`config.mk`:
```
export PLATFORM = sky130hd
export DESIGN_NAME = number_format_kind_classifier
export DESIGN_NICKNAME = d
export VERILOG_FILES = /design/src/hdl/nfk_pkg.sv /design/src/hdl/nfk_scan.sv /design/src/hdl/number_format_kind_classifier.sv
export SDC_FILE = /design/constraint.sdc
export NUM_CORES = 1
export LEC_CHECK = 0
export ABC_AREA = 1
export BUFFER_PORTS_ARGS = -buffer_cell sky130_fd_sc_hd__clkbuf_2
export CORE_MARGIN = 1
export CORE_UTILIZATION = 55
export CTS_CLUSTER_DIAMETER = 100
export DETAILED_ROUTE_END_ITERATION = 10
export HOLD_SLACK_MARGIN = 0.1
export PLACE_DENSITY = 0.79
export SLEW_MARGIN = 20
export SYNTH_ARGS = -nofsm -noshare
export SYNTH_HDL_FRONTEND = slang
export SYNTH_HIERARCHICAL = 1
export SYNTH_SLANG_ARGS = --single-unit
```
`constraint.sdc`:
```
create_clock -name clk -period 1.8 [get_ports clk]
set_input_delay 0.09 -clock clk [delete_from_list [all_inputs] [get_ports clk]]
set_output_delay 0.09 -clock clk [all_outputs]
set_load 0.005 [all_outputs]
```
`src/hdl/nfk_pkg.sv`:
```
// Package for the number-format kind classifier.
// Holds character codes, the result kind codes and shared types.
// No dependencies.
`timescale 1ns / 1ps

package nfk_pkg;

  localparam logic [7:0] CH_M         = 8'h6D;
  localparam logic [7:0] CH_H         = 8'h68;
  localparam logic [7:0] CH_S         = 8'h73;
  localparam logic [7:0] CH_Y         = 8'h79;
  localparam logic [7:0] CH_D         = 8'h64;
  localparam logic [7:0] CH_LBRACKET  = 8'h5B;
  localparam logic [7:0] CH_UPPER_R   = 8'h52;
  localparam logic [7:0] CH_E         = 8'h65;
  localparam logic [7:0] CH_RBRACKET  = 8'h5D;
  localparam logic [7:0] CH_BACKSLASH = 8'h5C;
  localparam logic [7:0] CH_QUOTE     = 8'h22;

  // Oldest byte in the high position, matching the history register.
  localparam logic [23:0] RED_PREFIX = {CH_LBRACKET, CH_UPPER_R, CH_E};

  typedef enum logic [1:0] {
    KIND_NUMBER    = 2'd0,
    KIND_DATE      = 2'd1,
    KIND_TIME      = 2'd2,
    KIND_DATE_TIME = 2'd3
  } kind_t;

  // One character of the format code as it moves into the scanner.
  typedef struct packed {
    logic       step;
    logic [7:0] code;
    logic       last;
  } char_t;

endpackage

```
`src/hdl/nfk_scan.sv`:
```
// Character scanner of the number-format kind classifier.
// Holds the escape, quote and letter flags and gives the kind on the last item.
// Depends on nfk_pkg.
`timescale 1ns / 1ps

module nfk_scan (
  input  logic           clk,
  input  logic           rst_n,
  input  nfk_pkg::char_t chr,
  output nfk_pkg::kind_t kind
);

  logic        quote_open_r, quote_open_nxt;
  logic        bs_odd_r, bs_odd_nxt;
  logic [23:0] prev_r, prev_nxt;
  logic        pend_d_r, pend_d_nxt;
  logic        pend_ctx_r, pend_ctx_nxt;
  logic        seen_m_r, seen_m_nxt;
  logic        seen_date_r, seen_date_nxt;
  logic        seen_time_r, seen_time_nxt;

  logic       is_letter;
  logic       escaped;
  logic       red_d;
  logic       count_it;
  logic       fin_date;

  always_comb begin
    is_letter = (chr.code == nfk_pkg::CH_M) || (chr.code == nfk_pkg::CH_H) ||
                (chr.code == nfk_pkg::CH_S) || (chr.code == nfk_pkg::CH_Y) ||
                (chr.code == nfk_pkg::CH_D);
    // A backslash right before the letter decides alone; otherwise the quote does.
    escaped = (prev_r[7:0] == nfk_pkg::CH_BACKSLASH) ? bs_odd_r : quote_open_r;
    red_d   = (chr.code == nfk_pkg::CH_D) && (prev_r == nfk_pkg::RED_PREFIX);
    count_it = is_letter && !red_d && !escaped;

    seen_m_nxt    = seen_m_r || (count_it && (chr.code == nfk_pkg::CH_M));
    seen_time_nxt = seen_time_r || (count_it &&
                    ((chr.code == nfk_pkg::CH_H) || (chr.code == nfk_pkg::CH_S)));
    seen_date_nxt = seen_date_r ||
                    (pend_d_r && pend_ctx_r && (chr.code != nfk_pkg::CH_RBRACKET)) ||
                    (count_it && ((chr.code == nfk_pkg::CH_Y) ||
                                  (chr.code == nfk_pkg::CH_D)));
    pend_d_nxt    = is_letter && red_d;
    pend_ctx_nxt  = is_letter && red_d && !escaped;

    quote_open_nxt = quote_open_r ^ (chr.code == nfk_pkg::CH_QUOTE);
    bs_odd_nxt     = (chr.code == nfk_pkg::CH_BACKSLASH) ? !bs_odd_r : 1'b0;
    prev_nxt       = {prev_r[15:0], chr.code};

    // A red-marker d that ends the code still counts.
    fin_date = seen_date_nxt || (pend_d_nxt && pend_ctx_nxt);
    if (fin_date && seen_time_nxt) begin
      kind = nfk_pkg::KIND_DATE_TIME;
    end else if (seen_time_nxt) begin
      kind = nfk_pkg::KIND_TIME;
    end else if (fin_date || seen_m_nxt) begin
      kind = nfk_pkg::KIND_DATE;
    end else begin
      kind = nfk_pkg::KIND_NUMBER;
    end
  end

  always_ff @(posedge clk) begin
    if (!rst_n || (chr.step && chr.last)) begin
      quote_open_r <= 1'b0;
      bs_odd_r     <= 1'b0;
      prev_r       <= '0;
      pend_d_r     <= 1'b0;
      pend_ctx_r   <= 1'b0;
      seen_m_r     <= 1'b0;
      seen_date_r  <= 1'b0;
      seen_time_r  <= 1'b0;
    end else if (chr.step) begin
      quote_open_r <= quote_open_nxt;
      bs_odd_r     <= bs_odd_nxt;
      prev_r       <= prev_nxt;
      pend_d_r     <= pend_d_nxt;
      pend_ctx_r   <= pend_ctx_nxt;
      seen_m_r     <= seen_m_nxt;
      seen_date_r  <= seen_date_nxt;
      seen_time_r  <= seen_time_nxt;
    end
  end

endmodule

```
`src/hdl/number_format_kind_classifier.sv`:
```
// A result is registered once its last character leaves the input register.
// Throughput: one character per cycle; only a stalled result holds the input.
// The input register feeds the scanner, which writes the result register.
// Reset (rst_n low, synchronous) empties both registers and clears all flags.
// Depends on nfk_pkg and nfk_scan.
`timescale 1ns / 1ps

module number_format_kind_classifier (
  input  logic       clk,
  input  logic       rst_n,
  input  logic       in_valid,
  output logic       in_stall,
  input  logic [7:0] in_char_code,
  input  logic       in_is_last,
  output logic       out_valid,
  input  logic       out_stall,
  output logic [1:0] out_value_kind
);

  logic           s1_valid_r;
  logic [7:0]     s1_code_r;
  logic           s1_last_r;
  logic           out_valid_r;
  logic [1:0]     out_kind_r;
  logic           out_free;
  logic           s1_adv;
  nfk_pkg::char_t chr;
  nfk_pkg::kind_t kind;

  assign out_free = !out_valid_r || !out_stall;
  // Characters that are not last leave no result and never wait.
  assign s1_adv   = s1_valid_r && (!s1_last_r || out_free);
  assign in_stall = s1_valid_r && !s1_adv;

  assign chr.step = s1_adv;
  assign chr.code = s1_code_r;
  assign chr.last = s1_last_r;

  nfk_scan u_scan (
    .clk   (clk),
    .rst_n (rst_n),
    .chr   (chr),
    .kind  (kind)
  );

  always_ff @(posedge clk) begin
    if (!rst_n) begin
      s1_valid_r <= 1'b0;
    end else if (!in_stall) begin
      s1_valid_r <= in_valid;
    end
  end

  always_ff @(posedge clk) begin
    if (!in_stall && in_valid) begin
      s1_code_r <= in_char_code;
      s1_last_r <= in_is_last;
    end
  end

  always_ff @(posedge clk) begin
    if (!rst_n) begin
      out_valid_r <= 1'b0;
    end else if (out_free) begin
      out_valid_r <= s1_adv && s1_last_r;
    end
  end

  always_ff @(posedge clk) begin
    if (out_free && s1_adv && s1_last_r) begin
      out_kind_r <= kind;
    end
  end

  assign out_valid      = out_valid_r;
  assign out_value_kind = out_kind_r;

endmodule

```
# [Word-level counts from Yosys, hierarchy flattened]
# Index checks and enable logic that the tools add are counted.
[totals] register_bits=44 input_bits=13 output_inout_bits=4 word_cells=72
[classes] eq_ne=10 muxes=4 bitwise_logic=1 reduce_logical=43
[op_table] operator="equality test 8 x 7 -> 1 bit (second input constant)" count=7
[op_table] operator="equality test 24 x 23 -> 1 bit (second input constant)" count=1
[op_table] operator="logical AND 1 bit" count=18
[op_table] operator="logical OR 1 bit" count=15
[op_table] operator="zero test 1 bit" count=9
[op_table] operator="equality test 8 x 6 -> 1 bit (second input constant)" count=1
[op_table] operator="!= test 8 x 7 -> 1 bit (second input constant)" count=1
[op_table] operator="2-to-1 mux 1 bit" count=4
[op_table] operator="OR reduction 2 bit" count=1
[op_table] operator="XOR 1 bit" count=1

# [Longest topological paths before layout]
[depth] depth_word=13 depth_mapped=11 ltp_nobuf=11

# [Modules after synthesis]
# The synthesis kept the hierarchy.
[modules_own_cells] mod="nfk_scan" instances=1 cells_each=232 area_per_inst_um2=1564.0 seq_area_each_um2=620.6
[modules_own_cells] mod="number_format_kind_classifier" instances=1 cells_each=30 area_per_inst_um2=440.4 seq_area_each_um2=370.4

# [Least setup slack after synthesis]
# No wires, ideal clock.
[synth_timing] kind="register to register" start="register s1_last_r" end="register s1_code_r[0] (enable)" setup_ns=0.374 arrival_time_ns=1.022 setup_slack_ns=0.404 stages_incl_launch_ff=4 path_buffers=0 synth_period_minus_slack_ns=1.396 path_cell_list="edfxtp_1 -> nand4_1 -> inv_1 -> nor2_1"
[synth_between] elab_chain_len=7
[synth_lines] element="start, declared" line_no="number_format_kind_classifier.sv:22" text="logic s1_last_r;"
[synth_lines] element="start signal, assigned" line_no="number_format_kind_classifier.sv:57" text="s1_last_r <= in_is_last;"
[synth_lines] element="zero test 1 bit" line_no="number_format_kind_classifier.sv:32" text="assign s1_adv = s1_valid_r && (!s1_last_r || out_free);"
[synth_lines] element="logical OR 1 bit" line_no="number_format_kind_classifier.sv:32"
[synth_lines] element="logical AND 1 bit" line_no="number_format_kind_classifier.sv:32"
[synth_lines] element="zero test 1 bit" line_no="number_format_kind_classifier.sv:33" text="assign in_stall = s1_valid_r && !s1_adv;"
[synth_lines] element="logical AND 1 bit" line_no="number_format_kind_classifier.sv:33"
[synth_lines] element="via in_stall" line_no="number_format_kind_classifier.sv:12" text="output logic in_stall,"
[synth_lines] element="zero test 1 bit" line_no="number_format_kind_classifier.sv:55" text="if (!in_stall && in_valid) begin"
[synth_lines] element="logical AND 1 bit" line_no="number_format_kind_classifier.sv:55"
[synth_lines] element="end signal, assigned" line_no="number_format_kind_classifier.sv:56" text="s1_code_r <= in_char_code;"
[synth_lines] element="end, declared" line_no="number_format_kind_classifier.sv:21" text="logic [7:0] s1_code_r;"
# The timed path passes the listed nets, and every way through them passes these cells.
# A chain may end at the register's enable or synchronous reset.

# [Final worst setup path]
[layout_timing] start="register s1_last_r" end="register u_scan.quote_open_r"
[layout_between] elab_chain_len=5
[layout_lines] element="zero test 1 bit (*)" line_no="number_format_kind_classifier.sv:32"
[layout_lines] element="logical OR 1 bit (*)" line_no="number_format_kind_classifier.sv:32"
[layout_lines] element="logical AND 1 bit (*)" line_no="number_format_kind_classifier.sv:32"
[layout_lines] element="via s1_adv" line_no="number_format_kind_classifier.sv:26" text="logic s1_adv;"
[layout_lines] element="logical AND 1 bit" line_no="nfk_scan.sv:65" text="if (!rst_n || (chr.step && chr.last)) begin"
[layout_lines] element="logical OR 1 bit" line_no="nfk_scan.sv:65"
[layout_lines] element="end signal, assigned" line_no="nfk_scan.sv:75" text="quote_open_r <= quote_open_nxt;"
[layout_lines] element="end, declared" line_no="nfk_scan.sv:13" text="logic quote_open_r, quote_open_nxt;"
# Mark *: on every way through the listed nets, which the timed path passes. The rest lies on a longest branch.

==> key figures <==
Global routing
  – Overall fraction of global-route tracks in use: 23.5%
  – First-pass GRT wire length: 7030 microns
  – Number of global-route vias before repair: 1587
  – Global-route congestion overflow total: 0
  – Number of antenna violations at the first check in global routing: 0
  – Largest net degree at the start of global routing: 26

Route
  – Total Wirelength: 4020 microns
  – Average wire per cell in the routed design: 11.8 microns
  – Starting DRT DRC Count: 147
  – Detailed Routing Iterations Pass 1: 4
  – Routed Antenna Nets: 0
  – DRC Markers: 0
  – Detailed-route via count: 1694
  – Detailed-route vias per instance: 4.95

STA
  – Final count of negative-setup-slack endpoints: 0
  – Clock tree skew after final layout: 0.0121 ns
  – Setup TNS Final: 0 ns
  – Worst slew pin tran: 0.289 ns
  – Slew margin rel.: 80.6%
  – Max-slew violation count: 0
  – Ratio of final minimum period to clock period: 83.8%
  – Worst-case setup margin in the final layout: 0.292 ns
  – Maximum clock rate: 0.663 GHz
  – Minimum period implied by the final worst setup slack: 1.51 ns
  – Number of hold-slack violations in the final timing report: 0
  – Unrepaired setup endpoints after global routing: false

Floorplan
  – FP Rows: 21
  – Vertical extent of the die: 62.4 microns
  – Die area: 3890 sq um
  – Width of the die: 62.4 microns
  – Number of top-level pins: 17
  – Effective utilization at floorplan: 58.7%
  – Total core area: 3420 sq um

Power
  – Combinational Power Share: 8.7%
  – Int Power: 1.34 mW
  – Power density cells: 753 nW/um^2
  – Switching Fraction: 23.7%
  – Sequential share of power: 61.0%
  – Clk network pwr share: 30.3%
  – Peak supply drop: 0.573 mV
  – Leakage Power: 0.925 nW
  – Net switching power of the design: 415 uW

CTS
  – Library cell used as clock root buffer: sky130_fd_sc_hd__clkbuf_4
  – CTS tree: built
  – Number of sinks driven by the clock tree: 44
  – Max H-tree Level: 2
  – Clock-pin slew on the worst setup and hold paths: 0.13 ns
  – Clock latency at the later pin of the worst-skew pair: 0.36 ns
  – Total CTS buffers: 5
  – Maximum number of buffers from clock root to sink: 2

Critical path
  – Crit path arrival time: 1.77 ns
  – Endpoint type of the worst setup path: flip-flop
  – Critical-path maximum fanout: 6
  – Data required time at the worst endpoint: 2.07 ns
  – Worst setup SP type: flip-flop
  – Critical path class: reg2reg

Logic synthesis
  – Sequential share of the synthesized area: 49.4%
  – Area of the mapped netlist: 2000 sq um
  – Average instance area after synthesis: 7.65 sq um
  – Number of instances in the synthesized netlist: 262
  – Post-synthesis net count: 275
  – Leading cell type by number of instances after synthesis: sky130_fd_sc_hd__nand2_1
  – Flop and latch count out of synthesis: 44
  – Number of distinct library cell variants in the gate-level netlist after synthesis: 24
  – Post-synth EDFFs: 11
  – Total of warnings raised by yosys: 6
  – Largest cells by area after synthesis: sky130_fd_sc_hd__dfxtp_1 33%, sky130_fd_sc_hd__edfxtp_1 16%, sky130_fd_sc_hd__nand2_1 16%
  – Most used standard cells in the synthesized netlist: 83 x sky130_fd_sc_hd__nand2_1, 33 x sky130_fd_sc_hd__dfxtp_1, 31 x sky130_fd_sc_hd__a21oi_1, 31 x sky130_fd_sc_hd__inv_1, 16 x sky130_fd_sc_hd__nor2_1
  – Yosys top cell area share: 33.0%
  – Most frequently used flop master after synthesis: sky130_fd_sc_hd__dfxtp_1
  – Proportion of synthesized flip-flops having asynchronous set or reset: 0%
  – Synth area leader: sky130_fd_sc_hd__dfxtp_1

Placed design
  – Pre-CTS setup slack: 0.320 ns
  – HPWL reported at the end of detailed placement: 2510 microns
  – Port buffer count: 16
  – Global placer's final weighted congestion: 0.836

Layout
  – Fraction of final layout cells sized beyond drive strength 1: 19.3%
  – Number of fill cells: 306
  – Diodes inserted: 0
  – Area added between synthesis and finish: 16.0%
  – Final net count: 308

Worst hold path
  – Worst min path class: in2reg

Status
  – Outcome: completed

Run
  – Max Cap Violations: 0
-- final cells by class --
cell class,count,area [sq um],area share [%]
Sequential cell,44,991,42.6
Multi-Input combinational cell,172,815,35.0
Timing Repair Buffer,35,255,11.0
Inverter,37,139,5.97
Clock buffer,8,68.8,2.96
Tap cell,46,57.6,2.47
-- stage by stage --
stage / hold WS [ns] / util (%) / instances / total power, mW / cell area (sq um)
6_report: 0.331 / 68.1 / 342 / 1.75 / 2330
3_3_place_gp: 0.266 / 62.3 / 321 / 1.21 / 2130
3_5_place_dp: 0.269 / 62.3 / 321 / 1.22 / 2130
2_1_floorplan: 0.188 / - / 262 / 1.18 / 2000
5_1_grt: 0.359 / 68.1 / 342 / 1.83 / 2330
4_1_cts: 0.294 / 68.1 / 342 / 1.76 / 2330
-- state kept, by name (all words and copies together) (netlist names) --
register	flops
u_scan/prev_r	24
s1_code_r	8
out_value_kind	2
out_valid	1
s1_last_r	1
s1_valid_r	1
u_scan/bs_odd_r	1
u_scan/pend_ctx_r	1
u_scan/pend_d_r	1
u_scan/quote_open_r	1
u_scan/seen_date_r	1
u_scan/seen_m_r	1
u_scan/seen_time_r	1
-- power groups by stage --
| stage | sequential, mW | combinational [mW] | clock, mW |
|---|---|---|---|
| after floorplan | 1.08 | 0.0931 | 0 |
| after global routing | 1.07 | 0.170 | 0.583 |
| after global placement | 1.09 | 0.126 | 0 |
| after CTS | 1.07 | 0.150 | 0.540 |
| final | 1.07 | 0.153 | 0.531 |
| after detailed placement | 1.09 | 0.128 | 0 |
-- repair_timing --
| action | 4_1_cts | 5_1_grt |
|---|---|---|
| resized for setup | 0 | 0 |
| buffers inserted | 0 | 0 |
| endpoints found under the hold margin | 11 | 0 |
| setup endpoints to repair | 0 | 0 |
| hold buffers | 13 | 0 |
-- critical path: stages, from the launching register on --
cell	delay [ns]
sky130_fd_sc_hd__edfxtp_1	0.49
sky130_fd_sc_hd__nand3_1	0.13
sky130_fd_sc_hd__nand2_1	0.05
sky130_fd_sc_hd__inv_1	0.17
sky130_fd_sc_hd__nand2_1	0.12
sky130_fd_sc_hd__nor2_1	0.12
sky130_fd_sc_hd__nand3_1	0.12
sky130_fd_sc_hd__o21ai_0	0.17
sky130_fd_sc_hd__a21oi_1	0.05
-- cells by family (layout without fill, tap and decap cells) --
family          after synthesis  in the layout  share of synthesized area [%]
buf+inv                      46             80                           9.93
flops                        44             44                           49.4
compound gates               38             38                           9.49
simple gates                134            134                           31.1
-- layer usage --
layer | vias up | part of all wire (%) | routed length (microns) | GRT usage [%]
li1 | 879 | - | - | -
met1 | 767 | 43 | 1740 | 28.3
met2 | 38 | 50 | 2030 | 39.7
met3 | 10 | 4.3 | 174 | 6.20
met4 | 0 | 2.0 | 80 | 9.59
met5 | - | 0 | 0 | 0
-- path summary, 6_finish.rpt --
| kind | startpoint | end | slack (ns) | depth (start not counted) |
|---|---|---|---|---|
| worst max-delay path | s1_last_r | u_scan/quote_open_r | 0.29 | 8 |
| worst min-delay path | out_stall | u_scan/prev_r[1] | 0.33 | 6 |
| worst max register to register | s1_last_r | u_scan/quote_open_r | 0.29 | 8 |
| worst min register to register | u_scan/prev_r[21] | u_scan/prev_r[21] | 0.47 | 2 |
-- cells in the final DEF, fill, tap and decap left out, types with 2 or more instances in the layout --
cell type	Yosys	layout
sky130_fd_sc_hd__a21oi_1	31	31
sky130_fd_sc_hd__dlygate4sd3_1	0	13
sky130_fd_sc_hd__nand2_2	6	6
sky130_fd_sc_hd__inv_1	31	31
sky130_fd_sc_hd__clkbuf_4	0	5
sky130_fd_sc_hd__nand4_1	2	2
sky130_fd_sc_hd__clkbuf_8	1	2
sky130_fd_sc_hd__o21ai_0	6	6
sky130_fd_sc_hd__nor2_1	16	16
sky130_fd_sc_hd__nor2_4	6	6
sky130_fd_sc_hd__nor2_2	7	7
sky130_fd_sc_hd__nand3_1	7	7
sky130_fd_sc_hd__inv_2	5	5
sky130_fd_sc_hd__clkbuf_2	0	16
sky130_fd_sc_hd__nand2_1	83	83
sky130_fd_sc_hd__dfxtp_1	33	33
sky130_fd_sc_hd__nor3_1	3	3
sky130_fd_sc_hd__buf_4	1	6
sky130_fd_sc_hd__edfxtp_1	11	11
sky130_fd_sc_hd__nand3_2	2	2
(Power assumes the default switching activity.)
